===== src/rtl/core/edge_notify_backoff_logger_defines.svh =====
// -----------------------------------------------------------------------------
// Edge notify backoff logger assertion macros
// Shared concurrent assertion forms, clocked on clk and disabled in reset.
// -----------------------------------------------------------------------------
`ifndef EDGE_NOTIFY_BACKOFF_LOGGER_DEFINES_SVH
`define EDGE_NOTIFY_BACKOFF_LOGGER_DEFINES_SVH

// Same-cycle implication
`define ENBL_ASSERT_NOW(label, ante, cons, msg) \
	label: assert property (@(posedge clk) disable iff (!arst_n) (ante) |-> (cons)) \
		else $error(msg);

// Next-cycle implication
`define ENBL_ASSERT_NEXT(label, ante, cons, msg) \
	label: assert property (@(posedge clk) disable iff (!arst_n) (ante) |=> (cons)) \
		else $error(msg);

`endif


===== src/rtl/core/enbl_pkg.sv =====
// -----------------------------------------------------------------------------
// Edge notify backoff logger package
// Field widths, register and report codes, FSM type and window helper.
// -----------------------------------------------------------------------------
package enbl_pkg;

	localparam int TIME_W      = 32;
	localparam int CNT_W       = 16;
	localparam int SECS_W      = 16;
	localparam int CFG_IDX_W   = 2;
	localparam int CFG_DATA_W  = 16;
	localparam int DRAIN_W     = 3;

	localparam int LOG_DEPTH_DEF = 8;

	localparam logic [SECS_W-1:0]  MIN_BACKOFF_S = 16'd30;
	localparam logic [TIME_W-1:0]  MS_PER_S      = 32'd1000;
	localparam logic [TIME_W-1:0]  DEBOUNCE_MS   = 32'd1000;
	localparam logic [TIME_W-1:0]  WRAP_LIMIT    = 32'd65536000;
	localparam logic [DRAIN_W-1:0] MAX_DRAIN     = 3'd7;
	localparam logic [CNT_W-1:0]   CNT_MAX       = 16'hFFFF;

	// configuration register indexes
	typedef enum logic [CFG_IDX_W-1:0] {
		CFG_ENABLED         = 2'd0,
		CFG_RISING_EDGE     = 2'd1,
		CFG_BACKOFF_SECONDS = 2'd2
	} enbl_cfg_idx_t;

	// report kinds
	localparam logic RPT_STATUS = 1'b0;
	localparam logic RPT_ENTRY  = 1'b1;

	// tick sequencer
	typedef enum logic [3:0] {
		S_IDLE = 4'b0001,
		S_EVAL = 4'b0010,
		S_READ = 4'b0100,
		S_WAIT = 4'b1000
	} enbl_state_t;

	// window length in ms, seconds clamped to the minimum
	function automatic logic [TIME_W-1:0] window_ms(input logic [SECS_W-1:0] secs);
		logic [SECS_W-1:0] sc;
		sc = (secs < MIN_BACKOFF_S) ? MIN_BACKOFF_S : secs;
		return TIME_W'(sc) * MS_PER_S;
	endfunction

	function automatic logic [CNT_W-1:0] sat_inc(input logic [CNT_W-1:0] v);
		return (v == CNT_MAX) ? v : v + 1'b1;
	endfunction

endpackage


===== src/rtl/core/enbl_stream_if.sv =====
// -----------------------------------------------------------------------------
// Edge notify backoff logger stream interfaces
// Valid/ready channels for input ticks and for report beats.
// -----------------------------------------------------------------------------
interface enbl_tick_if
	import enbl_pkg::*;
();
	logic              valid;
	logic              ready;
	logic [TIME_W-1:0] time_ms;
	logic              pin_level;

	modport source (output valid, output time_ms, output pin_level, input ready);
	modport sink   (input valid, input time_ms, input pin_level, output ready);
endinterface

interface enbl_report_if
	import enbl_pkg::*;
();
	logic              valid;
	logic              ready;
	logic              report_type;
	logic              push_request;
	logic              led_state;
	logic              backoff_ended;
	logic [CNT_W-1:0]  suppressed_count;
	logic [CNT_W-1:0]  overrun_total;
	logic [TIME_W-1:0] log_time;
	logic              last;

	modport source (
		output valid, output report_type, output push_request, output led_state,
		output backoff_ended, output suppressed_count, output overrun_total,
		output log_time, output last, input ready
	);
	modport sink (
		input valid, input report_type, input push_request, input led_state,
		input backoff_ended, input suppressed_count, input overrun_total,
		input log_time, input last, output ready
	);
endinterface


===== src/rtl/core/edge_notify_backoff_logger.sv =====
// -----------------------------------------------------------------------------
// Edge notify backoff logger
// Pin edge notification with backoff window, debounce count and event log.
// -----------------------------------------------------------------------------
// Each tick beat is captured in the idle state and evaluated in S_EVAL once
// the output register is free. When the window closes, the status beat is
// followed by up to 7 logged timestamps, oldest first; each of them passes
// through S_READ for the registered read of the log memory and S_WAIT to
// load the output register, which waits while the report sink holds ready
// low. A new tick is accepted while the last report beat still waits in the
// output register. Configuration is written through cfg_we/cfg_index/cfg_data.
// -----------------------------------------------------------------------------
`include "edge_notify_backoff_logger_defines.svh"

module edge_notify_backoff_logger
	import enbl_pkg::*;
#(
	parameter int LOG_DEPTH = LOG_DEPTH_DEF
) (
	input  logic                  clk,
	input  logic                  arst_n,
	enbl_tick_if.sink             tick,
	enbl_report_if.source         report,
	input  logic                  cfg_we,
	input  logic [CFG_IDX_W-1:0]  cfg_index,
	input  logic [CFG_DATA_W-1:0] cfg_data
);

	localparam int IW = $clog2(LOG_DEPTH);
	localparam int CW = IW + 1;
	localparam int XW = (CW > DRAIN_W) ? CW : DRAIN_W;

	function automatic logic [IW-1:0] idx_inc(input logic [IW-1:0] x);
		return (x == IW'(LOG_DEPTH - 1)) ? '0 : x + 1'b1;
	endfunction

	// configuration
	logic              en_q;
	logic              rise_q;
	logic [TIME_W-1:0] win_q;

	// tick state
	logic              prev_q, primed_q, active_q, wp_q;
	logic [TIME_W-1:0] wet_q, last_edge_q;
	logic [CNT_W-1:0]  supp_q, ovr_q;
	logic [IW-1:0]     wr_q, rd_q;

	// sequencer
	enbl_state_t        state_q;
	logic [TIME_W-1:0]  t_q;
	logic               pin_q;
	logic [IW-1:0]      drain_ptr_q;
	logic [DRAIN_W-1:0] drain_left_q;

	// log memory
	logic [TIME_W-1:0] log_mem [LOG_DEPTH];
	logic [TIME_W-1:0] rd_data_q;

	// output register
	logic              rep_valid_q;
	logic              rep_type_q, rep_push_q, rep_led_q, rep_ended_q, rep_last_q;
	logic [CNT_W-1:0]  rep_supp_q, rep_ovr_q;
	logic [TIME_W-1:0] rep_time_q;

	// evaluation terms
	logic              slot_free, eval_go;
	logic              edge_hit, open_win, supp_hit, wrap_fix, log_we, full;
	logic [TIME_W:0]   end_sum;
	logic [TIME_W-1:0] deb_lim, wet1;
	logic              wp1, wp2, act_or, ended, act_n;
	logic [CNT_W-1:0]  supp_n, ovr1;
	logic [IW-1:0]     wr_inc, wr1, rd1;
	logic [CW-1:0]     cnt;
	logic [XW-1:0]     cnt_x;
	logic [DRAIN_W-1:0] drain_n;

	assign slot_free = !rep_valid_q || report.ready;
	assign eval_go   = (state_q == S_EVAL) && slot_free;
	assign tick.ready = (state_q == S_IDLE);

	// edge detection, window and debounce
	always_comb begin
		edge_hit = en_q && primed_q &&
			(rise_q ? (pin_q && !prev_q) : (!pin_q && prev_q));
		open_win = edge_hit && !active_q;
		end_sum  = {1'b0, t_q} + {1'b0, win_q};
		deb_lim  = last_edge_q + DEBOUNCE_MS;
		supp_hit = edge_hit && active_q && (t_q > deb_lim);
		wrap_fix = en_q && primed_q && !edge_hit && (t_q < win_q) && (wet_q > WRAP_LIMIT);
		log_we   = open_win || supp_hit;

		wp1    = wp_q || (open_win && end_sum[TIME_W]);
		wp2    = wp1 && !(t_q <= win_q);
		wet1   = open_win ? end_sum[TIME_W-1:0] : (wrap_fix ? '0 : wet_q);
		act_or = active_q || open_win;
		ended  = act_or && !wp2 && (t_q >= wet1);
		act_n  = act_or && !ended;

		if (open_win) begin
			supp_n = '0;
		end else if (supp_hit) begin
			supp_n = sat_inc(supp_q);
		end else begin
			supp_n = supp_q;
		end
	end

	// ring indexes after this tick's write
	always_comb begin
		wr_inc = idx_inc(wr_q);
		full   = log_we && (wr_inc == rd_q);
		wr1    = log_we ? wr_inc : wr_q;
		rd1    = full ? idx_inc(rd_q) : rd_q;
		ovr1   = full ? sat_inc(ovr_q) : ovr_q;
		cnt    = {1'b0, wr1} - {1'b0, rd1} + ((wr1 < rd1) ? CW'(LOG_DEPTH) : '0);
		cnt_x  = XW'(cnt);
		drain_n = (cnt_x > XW'(MAX_DRAIN)) ? MAX_DRAIN : DRAIN_W'(cnt_x);
	end

	// state, configuration and sequencer
	always_ff @(posedge clk or negedge arst_n) begin
		if (!arst_n) begin
			en_q         <= 1'b0;
			rise_q       <= 1'b1;
			win_q        <= window_ms(MIN_BACKOFF_S);
			prev_q       <= 1'b0;
			primed_q     <= 1'b0;
			active_q     <= 1'b0;
			wp_q         <= 1'b0;
			wet_q        <= '0;
			last_edge_q  <= '0;
			supp_q       <= '0;
			ovr_q        <= '0;
			wr_q         <= '0;
			rd_q         <= '0;
			state_q      <= S_IDLE;
			drain_ptr_q  <= '0;
			drain_left_q <= '0;
		end else begin
			case (state_q)
				S_IDLE: begin
					if (tick.valid) begin
						state_q <= S_EVAL;
					end
				end
				S_EVAL: begin
					if (slot_free) begin
						if (en_q) begin
							primed_q <= 1'b1;
							prev_q   <= pin_q;
						end
						if (edge_hit) begin
							last_edge_q <= t_q;
						end
						wp_q     <= wp2;
						wet_q    <= wet1;
						active_q <= act_n;
						supp_q   <= supp_n;
						if (ended) begin
							wr_q  <= '0;
							rd_q  <= '0;
							ovr_q <= '0;
						end else begin
							wr_q  <= wr1;
							rd_q  <= rd1;
							ovr_q <= ovr1;
						end
						if (ended && (drain_n != '0)) begin
							drain_left_q <= drain_n;
							drain_ptr_q  <= rd1;
							state_q      <= S_READ;
						end else begin
							state_q <= S_IDLE;
						end
					end
				end
				S_READ: begin
					drain_ptr_q <= idx_inc(drain_ptr_q);
					state_q     <= S_WAIT;
				end
				S_WAIT: begin
					if (slot_free) begin
						drain_left_q <= drain_left_q - 1'b1;
						state_q      <= (drain_left_q == DRAIN_W'(1)) ? S_IDLE : S_READ;
					end
				end
				default: begin
					state_q <= S_IDLE;
				end
			endcase

			// register writes must arrive only while idle; the block itself does not enforce this
			if (cfg_we) begin
				case (cfg_index)
					CFG_ENABLED: begin
						en_q     <= cfg_data[0];
						active_q <= 1'b0;
						wp_q     <= 1'b0;
						primed_q <= 1'b0;
					end
					CFG_RISING_EDGE: begin
						rise_q <= cfg_data[0];
					end
					CFG_BACKOFF_SECONDS: begin
						win_q <= window_ms(SECS_W'(cfg_data));
					end
					default: begin
					end
				endcase
			end
		end
	end

	// tick capture
	always_ff @(posedge clk) begin
		if (tick.valid && tick.ready) begin
			t_q   <= tick.time_ms;
			pin_q <= tick.pin_level;
		end
	end

	// log memory: write on evaluation, registered read while draining
	always_ff @(posedge clk) begin
		if (eval_go && log_we) begin
			log_mem[wr_q] <= t_q;
		end
	end

	always_ff @(posedge clk) begin
		if (state_q == S_READ) begin
			rd_data_q <= log_mem[drain_ptr_q];
		end
	end

	// output register valid
	always_ff @(posedge clk or negedge arst_n) begin
		if (!arst_n) begin
			rep_valid_q <= 1'b0;
		end else if (eval_go || ((state_q == S_WAIT) && slot_free)) begin
			rep_valid_q <= 1'b1;
		end else if (report.ready) begin
			rep_valid_q <= 1'b0;
		end
	end

	// output register payload: status beat, then entry beats
	always_ff @(posedge clk) begin
		if (eval_go) begin
			rep_type_q  <= RPT_STATUS;
			rep_push_q  <= open_win;
			rep_led_q   <= act_n;
			rep_ended_q <= ended;
			rep_supp_q  <= supp_n;
			rep_ovr_q   <= ovr1;
			rep_time_q  <= '0;
			rep_last_q  <= !(ended && (drain_n != '0));
		end else if ((state_q == S_WAIT) && slot_free) begin
			rep_type_q <= RPT_ENTRY;
			rep_push_q <= 1'b0;
			rep_time_q <= rd_data_q;
			rep_last_q <= (drain_left_q == DRAIN_W'(1));
		end
	end

	assign report.valid            = rep_valid_q;
	assign report.report_type      = rep_type_q;
	assign report.push_request     = rep_push_q;
	assign report.led_state        = rep_led_q;
	assign report.backoff_ended    = rep_ended_q;
	assign report.suppressed_count = rep_supp_q;
	assign report.overrun_total    = rep_ovr_q;
	assign report.log_time         = rep_time_q;
	assign report.last             = rep_last_q;

	// checks
	`ENBL_ASSERT_NEXT(a_accept_eval, tick.valid && tick.ready, state_q == S_EVAL, "accepted tick not evaluated")
	`ENBL_ASSERT_NOW(a_idle_no_drain, tick.ready, drain_left_q == '0, "tick accepted with drain pending")
	`ENBL_ASSERT_NEXT(a_purge, eval_go && ended, (wr_q == '0) && (rd_q == '0) && (ovr_q == '0), "log not purged at window end")
	`ENBL_ASSERT_NOW(a_entry_fields, rep_valid_q && (rep_type_q == RPT_ENTRY), rep_ended_q && !rep_led_q && !rep_push_q, "entry beat outside a window close")

endmodule


===== src/flat_wrapper.sv =====
// flat-port wrapper written by rule: the top's interface ports become plain ports
module edge_notify_backoff_logger_flat import enbl_pkg::*;
#(
	parameter int LOG_DEPTH = LOG_DEPTH_DEF
)
  (clk, arst_n, cfg_we, cfg_index, cfg_data, tick_valid, tick_time_ms, tick_pin_level, tick_ready, report_valid, report_report_type, report_push_request, report_led_state, report_backoff_ended, report_suppressed_count, report_overrun_total, report_log_time, report_last, report_ready);
  enbl_tick_if tick_i ();
  enbl_report_if report_i ();
  input  logic clk;
  input  logic arst_n;
  input  logic cfg_we;
  input  logic [CFG_IDX_W-1:0] cfg_index;
  input  logic [CFG_DATA_W-1:0] cfg_data;
  input wire logic [$bits(tick_i.valid)-1:0] tick_valid;
  input wire logic [$bits(tick_i.time_ms)-1:0] tick_time_ms;
  input wire logic [$bits(tick_i.pin_level)-1:0] tick_pin_level;
  output wire logic [$bits(tick_i.ready)-1:0] tick_ready;
  output wire logic [$bits(report_i.valid)-1:0] report_valid;
  output wire logic [$bits(report_i.report_type)-1:0] report_report_type;
  output wire logic [$bits(report_i.push_request)-1:0] report_push_request;
  output wire logic [$bits(report_i.led_state)-1:0] report_led_state;
  output wire logic [$bits(report_i.backoff_ended)-1:0] report_backoff_ended;
  output wire logic [$bits(report_i.suppressed_count)-1:0] report_suppressed_count;
  output wire logic [$bits(report_i.overrun_total)-1:0] report_overrun_total;
  output wire logic [$bits(report_i.log_time)-1:0] report_log_time;
  output wire logic [$bits(report_i.last)-1:0] report_last;
  input wire logic [$bits(report_i.ready)-1:0] report_ready;
  assign tick_i.valid = tick_valid;
  assign tick_i.time_ms = tick_time_ms;
  assign tick_i.pin_level = tick_pin_level;
  assign tick_ready = tick_i.ready;
  assign report_valid = report_i.valid;
  assign report_report_type = report_i.report_type;
  assign report_push_request = report_i.push_request;
  assign report_led_state = report_i.led_state;
  assign report_backoff_ended = report_i.backoff_ended;
  assign report_suppressed_count = report_i.suppressed_count;
  assign report_overrun_total = report_i.overrun_total;
  assign report_log_time = report_i.log_time;
  assign report_last = report_i.last;
  assign report_i.ready = report_ready;
  edge_notify_backoff_logger #(.LOG_DEPTH(LOG_DEPTH)) u_core (.clk(clk), .arst_n(arst_n), .tick(tick_i), .report(report_i), .cfg_we(cfg_we), .cfg_index(cfg_index), .cfg_data(cfg_data));
endmodule

===== config.mk =====
export PLATFORM = sky130hd
export DESIGN_NAME = edge_notify_backoff_logger_flat
export DESIGN_NICKNAME = d
export VERILOG_FILES = /design/src/rtl/core/enbl_pkg.sv /design/src/rtl/core/enbl_stream_if.sv /design/src/rtl/core/edge_notify_backoff_logger.sv /design/src/flat_wrapper.sv
export VERILOG_INCLUDE_DIRS = /design/src /design/src/rtl/core
export SDC_FILE = /design/constraint.sdc
export NUM_CORES = 1
export LEC_CHECK = 0
export BUFFER_PORTS_ARGS = -buffer_cell sky130_fd_sc_hd__buf_2
export CELL_PAD_IN_SITES_DETAIL_PLACEMENT = 1
export CELL_PAD_IN_SITES_GLOBAL_PLACEMENT = 1
export CORE_UTILIZATION = 53
export CTS_BUF_LIST = sky130_fd_sc_hd__clkbuf_4
export CTS_CLUSTER_DIAMETER = 100
export DETAILED_ROUTE_END_ITERATION = 10
export GPL_TIMING_DRIVEN = 1
export PLACE_DENSITY = 0.91
export SLEW_MARGIN = 5
export SYNTH_ARGS = -nofsm -noshare
export SYNTH_HDL_FRONTEND = slang
export SYNTH_SLANG_ARGS = --single-unit

===== constraint.sdc =====
create_clock -name clk -period 7.46 [get_ports clk]
set_input_delay 0.746 -clock clk [delete_from_list [all_inputs] [get_ports clk]]
set_output_delay 0.746 -clock clk [all_outputs]
set_load 0.01 [all_outputs]

## Word level (Yosys, flattened, before mapping)

Memories as Yosys holds them, arrays and structs flattened. A register that Yosys moved wholly into a read port is not among the register bits.
Cells that the tools add are included.

- Bits in registers: 244
- Memory bits (writable): 256
- Bits of input ports: 56
- Output and inout bits: 71
- Logic and storage cells: 167
- Memories kept: 1

Memory list:

| memory | words | width | rd ports | clocked after memory_dff | write ports | line | text |
|---|---|---|---|---|---|---|---|
| u_core.log_mem | 8 | 32 | 1 | 1 | 1 | edge_notify_backoff_logger.sv:56 | `logic [TIME_W-1:0] log_mem [LOG_DEPTH];` |

- Add/sub/neg operators: 10
- $mul: 1
- Order comparisons: 8
- Equal/unequal tests: 17
- Mux-type cells: 53
- Reductions and logical operators: 50

Operators with widths:

| cell | count |
|---|---|
| $mux W16 | 7 |
| $mux W32 | 2 |
| $mux W3 | 15 |
| $add A32 B26 Y33 | 1 |
| $add A16 B1 Y16 const B | 2 |
| $add A32 B10 Y32 const B | 1 |
| $eq A16 B16 Y1 const B | 2 |
| $ge A32 B32 Y1 | 1 |
| $gt A32 B26 Y1 const B | 1 |
| $gt A32 B32 Y1 | 1 |
| $le A32 B26 Y1 | 1 |
| $lt A32 B26 Y1 | 1 |
| $mul A16 B7 Y23 const B | 1 |
| $mux W1 | 22 |
| $logic_and A1 B1 Y1 | 21 |
| $lt A16 B5 Y1 const B | 1 |
| $mux W4 | 4 |
| $pmux W4 S4 | 1 |
| $pmux W3 S2 | 2 |
| $reduce_and A3 Y1 | 4 |
| $add A3 B1 Y3 const B | 3 |
| $eq A3 B3 Y1 const B | 3 |
| $logic_not A1 Y1 | 9 |
| $reduce_and A2 Y1 | 4 |
| other kinds (20) | 29 |

## Depth between registers and ports, before layout

- Word-level depth: 19
- Depth in mapped cells: 26
- Gate-level depth less buffers: 26

## Worst setup path after synthesis

Ideal clock, no wire load.

- Path type: register -> register
- From: register u_core.last_edge_q[8]
- To: memory u_core.log_mem[5][0], enable pin
- Arrival: 6131 ps
- Setup slack: 862 ps
- Cell stages (with the launch flop): 17
- Buffers on the path: 0
- Period minus slack after synthesis: 6598 ps
- Cells stage by stage: dfrtp_1 > or4_1 > a211o_1 > and3_1 > and4_1 > nand4_1 > nor2_1 > nand3_1 > xor2_1 > ha_1 > nand4_2 > or4_1 > a31oi_1 > o211ai_2 > nand2_1 > nand3_1 > nor3b_1

- Word-level cells in the longest chain between the ends: 7

Ends and longest elaborated chain:

| what | line | text |
|---|---|---|
| start, declared | edge_notify_backoff_logger.sv:44 | `logic [TIME_W-1:0] wet_q, last_edge_q;` |
| start signal, assigned | edge_notify_backoff_logger.sv:153 | `last_edge_q <= t_q;` |
| $add A32 B10 Y32 | edge_notify_backoff_logger.sv:87 | `deb_lim = last_edge_q + DEBOUNCE_MS;` |
| $gt A32 B32 Y1 | edge_notify_backoff_logger.sv:88 | `supp_hit = edge_hit && active_q && (t_q > deb_lim);` |
| $logic_and A1 B1 Y1 | edge_notify_backoff_logger.sv:88 |  |
| $logic_or A1 B1 Y1 | edge_notify_backoff_logger.sv:90 | `log_we = open_win \|\| supp_hit;` |
| $logic_and A1 B1 Y1 | edge_notify_backoff_logger.sv:224 | `if (eval_go && log_we) begin` |
| $mux W1 | edge_notify_backoff_logger.sv:224 |  |
| $mux W1 (implied by the code) | edge_notify_backoff_logger.sv:225 | `log_mem[wr_q] <= t_q;` |
| end, declared | edge_notify_backoff_logger.sv:56 |  |

Every way passes these cells.

## Worst setup path after layout

- From: register u_core.t_q[26]
- To: register u_core.ovr_q[6]

- Word-level cells in the longest chain between the ends: 8
- Elaborated cells on any way between the ends: 21
- Those cells by class: add/sub (1); order compare (4); mux (4); reduce/logical (12)

Ends and longest elaborated chain:

| what | line | text |
|---|---|---|
| start, declared | edge_notify_backoff_logger.sv:50 | `logic [TIME_W-1:0] t_q;` |
| start signal, assigned | edge_notify_backoff_logger.sv:217 | `t_q <= tick.time_ms;` |
| $lt A32 B26 Y1 / $add A32 B26 Y33 (equally long branches) | edge_notify_backoff_logger.sv:89, edge_notify_backoff_logger.sv:86 |  |
| $logic_and A1 B1 Y1, on equally long branches | edge_notify_backoff_logger.sv:89, edge_notify_backoff_logger.sv:92 |  |
| $logic_and A1 B1 Y1 / $logic_or A1 B1 Y1 (equally long branches) | edge_notify_backoff_logger.sv:89, edge_notify_backoff_logger.sv:92 |  |
| $mux W32 / $logic_and A1 B1 Y1 (equally long branches) | edge_notify_backoff_logger.sv:94, edge_notify_backoff_logger.sv:93 |  |
| $mux W32 / $logic_not A1 Y1 (equally long branches) | edge_notify_backoff_logger.sv:94, edge_notify_backoff_logger.sv:96 |  |
| $ge A32 B32 Y1 / $logic_and A1 B1 Y1 (equally long branches) | edge_notify_backoff_logger.sv:96 | `ended = act_or && !wp2 && (t_q >= wet1);` |
| $logic_and A1 B1 Y1 | edge_notify_backoff_logger.sv:96 |  |
| $mux W16 * | edge_notify_backoff_logger.sv:159 | `if (ended) begin` |
| end signal, assigned | edge_notify_backoff_logger.sv:166 | `ovr_q <= ovr1;` |
| end, declared | edge_notify_backoff_logger.sv:45 | `logic [CNT_W-1:0] supp_q, ovr_q;` |

Mark *: on every way between the ends. The rest lies on a longest branch, timed or not.
A chain may end at the register's enable or synchronous reset.

==> impl_metrics.json <==
{
  "ys_seq_area_share_pct": 54.7,
  "grt_max_degree": 79,
  "synth_ff_type": "edfxtp_1",
  "cts_buffers": 136,
  "slowest_stage": "o31a_1",
  "hold_path_depth": 2,
  "setup.worst_path.class": "register to register",
  "synthesis.nets": 2517,
  "cpPeakStageDelay_ns": 0.92,
  "clock-sinks": 532,
  "crit_chain": "buf_4 -> nor4_1 -> nand2_1 -> or4_1 -> o211ai_1 -> o31a_1 -> buf_4 -> a21oi_1 -> ha_1 -> and3_1 -> a221oi_1 -> o21ai_0 -> a221o_1 -> o21ai_0 -> a31oi_1 -> and3_1 -> buf_4 -> nand2b_1 -> o31ai_1",
  "path_delay_family": "compound AO/OA/AOI/OAI gates",
  "grt_pass1_vias": 22800,
  "yosys-top-cells-count": "edfxtp_1 (357), nand2_1 (316), ha_1 (177)",
  "postSynthAreaPerCell_um2": 12.3,
  "maxSlewViolCount": 0,
  "remaining_drc_errors": 2,
  "period_minus_slack_ns": 7.32,
  "via_count": 20800,
  "peakVddDrop_mv": 0.179,
  "cpMostUsedCell": "buf_4",
  "htree_num_levels": 4,
  "drive_gt1_share_pct": 20.6,
  "final_core_util_pct": 61.5,
  "area_delta_synth_final_pct": 13.6,
  "clock_latency_ns": 1.05,
  "pin_count": 127,
  "hold_viol_final": 0,
  "cap_violations": 0,
  "finClkSkew_ns": 0.0834,
  "period_share_pct": 98.2,
  "dieArea_um2": 52500,
  "setup-violations-final": 0,
  "rr_startpoint": "u_core.t_q[26]$_DFFE_PP_",
  "synth_seq_cells": 532,
  "synth_area_leaders": "edfxtp_1 (39%), dfrtp_1 (12%), ha_1 (8.1%), mux4_2 (5.3%), nand2_1 (4.3%)",
  "yosysTopAreaCell": "edfxtp_1",
  "hold_path.startpoint": "cfg_data[0]",
  "clock-root-buffer": "clkbuf_4",
  "place_congestion": 0.872,
  "postCtsSetupRepairBufs": 0,
  "reg2reg_slack_ns": 0.14,
  "drt_wl_total_um": 87700,
  "required_ns": 8.35,
  "async_flop_share_pct": 26.7,
  "worstMarginPinSlew_ns": 1.11,
  "yosys_warnings": 0,
  "yosysMostFrequentCell": "edfxtp_1",
  "vias_per_cell": 6.37,
  "synth.distinct_cells": 76,
  "routedWlPerCell_um": 26.9,
  "whs_endpoint": "u_core.rise_q$_DFFE_PN1P_",
  "grt-ovfl-total": 0,
  "die_width_um": 229,
  "globalRouteTotalUtil_pct": 34.2,
  "reg2regPathDepth": 19,
  "nets": 2766,
  "ant_nets": 0,
  "slew_headroom_pct": 26.3,
  "outcome": "complete, but fails checks",
  "io_buffers": 126,
  "core_um2": 50500,
  "netlist_area_um2": 27300,
  "antenna_found_initial": 3,
  "start_kind": "register",
  "rr_endpoint": "u_core.ovr_q[6]$_DFFE_PN0P_",
  "first_iter_violations": 1671,
  "path_clk_slew_ns": 0.09,
  "violations": "design-rule violations",
  "p_per_area_nw_per_um2": 355,
  "timing.fmax_ghz": 0.137,
  "die_h_um": 229,
  "row_count": 82,
  "holdCritPathClass": "primary input to register",
  "detailed_place_hpwl_um": 51300,
  "synth_edf_count": 357,
  "path_buf_inv": 3,
  "worstPathArrival_ns": 8.21,
  "crit_path_end_kind": "register",
  "start_util_pct": 54.2,
  "crit_path_max_fanout": 23,
  "dr.pass1.iters": 11,
  "cts_buffer_depth": 3,
  "p_leak_nw": 12.4,
  "syn_inst": 2230,
  "grt_pass1_wl_um": 135000,
  "synth_top_cell_area_share_pct": 39.2,
  "fin_tns_setup_ns": 0,
  "cts_tree": "done"
}
==> cell families (layout without fill, tap and decap cells) <==
group                      count (synthesis)  after routing  synth area share, %
xor gates and xnor gates                  97             97                 3.11
buffers and inverters                    209            560                 2.88
AOI/OAI and AO/OA                        406            406                 9.40
DFF                                      532            532                 54.7
other                                      0              5                    0
adders and majority gates                231            231                 12.1
and+or+nand+nor                          647            647                 10.8
muxes                                    108            108                 7.07
==> cells in the final DEF, fill, tap and decap left out, drive strengths merged, types with 7 or more instances in the layout <==
| master | n |
|---|---|
| mux2 | 37 |
| nor3 | 32 |
| a21oi | 116 |
| nand2b | 14 |
| clkinv | 32 |
| dlygate4sd3 | 34 |
| mux4 | 64 |
| dfstp | 9 |
| dfxtp | 33 |
| a31oi | 12 |
| nor2 | 112 |
| a21o | 12 |
| fa | 54 |
| inv | 114 |
| a22oi | 21 |
| dfrtp | 133 |
| o21bai | 9 |
| nand3 | 46 |
| nand4 | 25 |
| o31ai | 26 |
| edfxtp | 357 |
| buf | 171 |
| and4 | 10 |
| xnor2 | 52 |
| clkbuf | 200 |
| and3 | 19 |
| and2 | 9 |
| nor4 | 13 |
| a211oi | 13 |
| o211ai | 10 |
| o21ai | 119 |
| nor2b | 18 |
| or3 | 8 |
| mux2i | 7 |
| nand2 | 316 |
| a22o | 13 |
| xor2 | 45 |
| ha | 177 |
==> metrics by stage <==
stage / power (W) / instances / area [um^2] / hold slack [ns] / setup slack (ns)
final: 0.0110 / 3258 / 31100 / 0.109 / 0.137
after global routing: 0.0116 / 3257 / 31100 / 0.0614 / -0.0297
after CTS: 0.0108 / 3253 / 31000 / 0.0251 / 0.494
after detailed placement: 0.00792 / 2979 / 28900 / 0.450 / 0.338
after global placement: 0.00757 / 2979 / 28900 / 0.438 / 0.729
after floorplan: 0.00676 / 2230 / 27300 / 0.449 / 0.862
==> how the worst max path moves through the flow <==
| stage | endpoint | startpoint | depth (start not counted) |
|---|---|---|---|
| 2_1_floorplan | u_core.log_mem[5][0]$_DFFE_PP_ | u_core.last_edge_q[8]$_DFFE_PN0P_ | 16 |
| 3_3_place_gp | u_core.win_q[24]$_DFFE_PN0P_ | cfg_data[14] | 22 |
| 3_5_place_dp | u_core.win_q[24]$_DFFE_PN0P_ | cfg_data[14] | 22 |
| 4_1_cts | u_core.drain_left_q[2]$_DFFE_PN0P_ | u_core.last_edge_q[7]$_DFFE_PN0P_ | 24 |
| 5_1_grt | u_core.drain_ptr_q[1]$_DFFE_PN0P_ | u_core.last_edge_q[7]$_DFFE_PN0P_ | 25 |
| 6_report | u_core.ovr_q[6]$_DFFE_PN0P_ | u_core.t_q[26]$_DFFE_PP_ | 19 |
==> sequential cells by signal, summed over array words and instances (netlist names), 4 cells and up <==
name and flops:
u_core.log_mem 256, u_core.ovr_q 16, u_core.supp_q 16, u_core.win_q 23, u_core.t_q 32, u_core.report.suppressed_count 16
u_core.report.log_time 32, u_core.last_edge_q 32, u_core.rd_data_q 32, u_core.report.overrun_total 16, u_core.wet_q 32, u_core.state_q 4
==> cell type report <==
class | count | area [um^2]
Antenna cell | 5 | 12.5
Timing Repair Buffer | 205 | 1320
Multi-Input combinational cell | 1489 | 11700
Fill cell | 5151 | 19400
Clock inverter | 40 | 328
Clock buffer | 200 | 1500
Sequential cell | 532 | 15000
Inverter | 115 | 433
Tap cell | 672 | 841
==> repair_timing <==
action | CTS | global route
endpoints found under the hold margin | 97 | 0
hold buffers | 34 | 0
endpoints found under the setup margin | 0 | 5
resized for setup | 0 | 3
==> worst register-to-register path, delay by kind of cell, from the launching register on <==
kind | cells | cell delay, ns
AO/OA/AOI/OAI | 9 | 3.22
adder cells (fa/ha/maj) | 1 | 0.33
buffers and inverters | 3 | 0.84
flip-flops | 1 | 0.39
AND/OR/NAND/NOR | 6 | 2.39
==> layer usage <==
layer  share of wire [%]  wire length [um]  GRT usage, %  vias up
li1                    -                 -             -     8728
met1                  37             32600          40.2    10500
met2                  49             43300          57.1     1171
met3                 7.9              6950          8.91      362
met4                 5.5              4790          18.8        2
met5               0.015                13             0        -
==> where the power goes <==
part	switching, W	internal, W
combinational	0.00248	0.00166
sequential	0.000474	0.00357
clock	0.00139	0.00144
No activity file was read; power rests on OpenSTA's default activity.
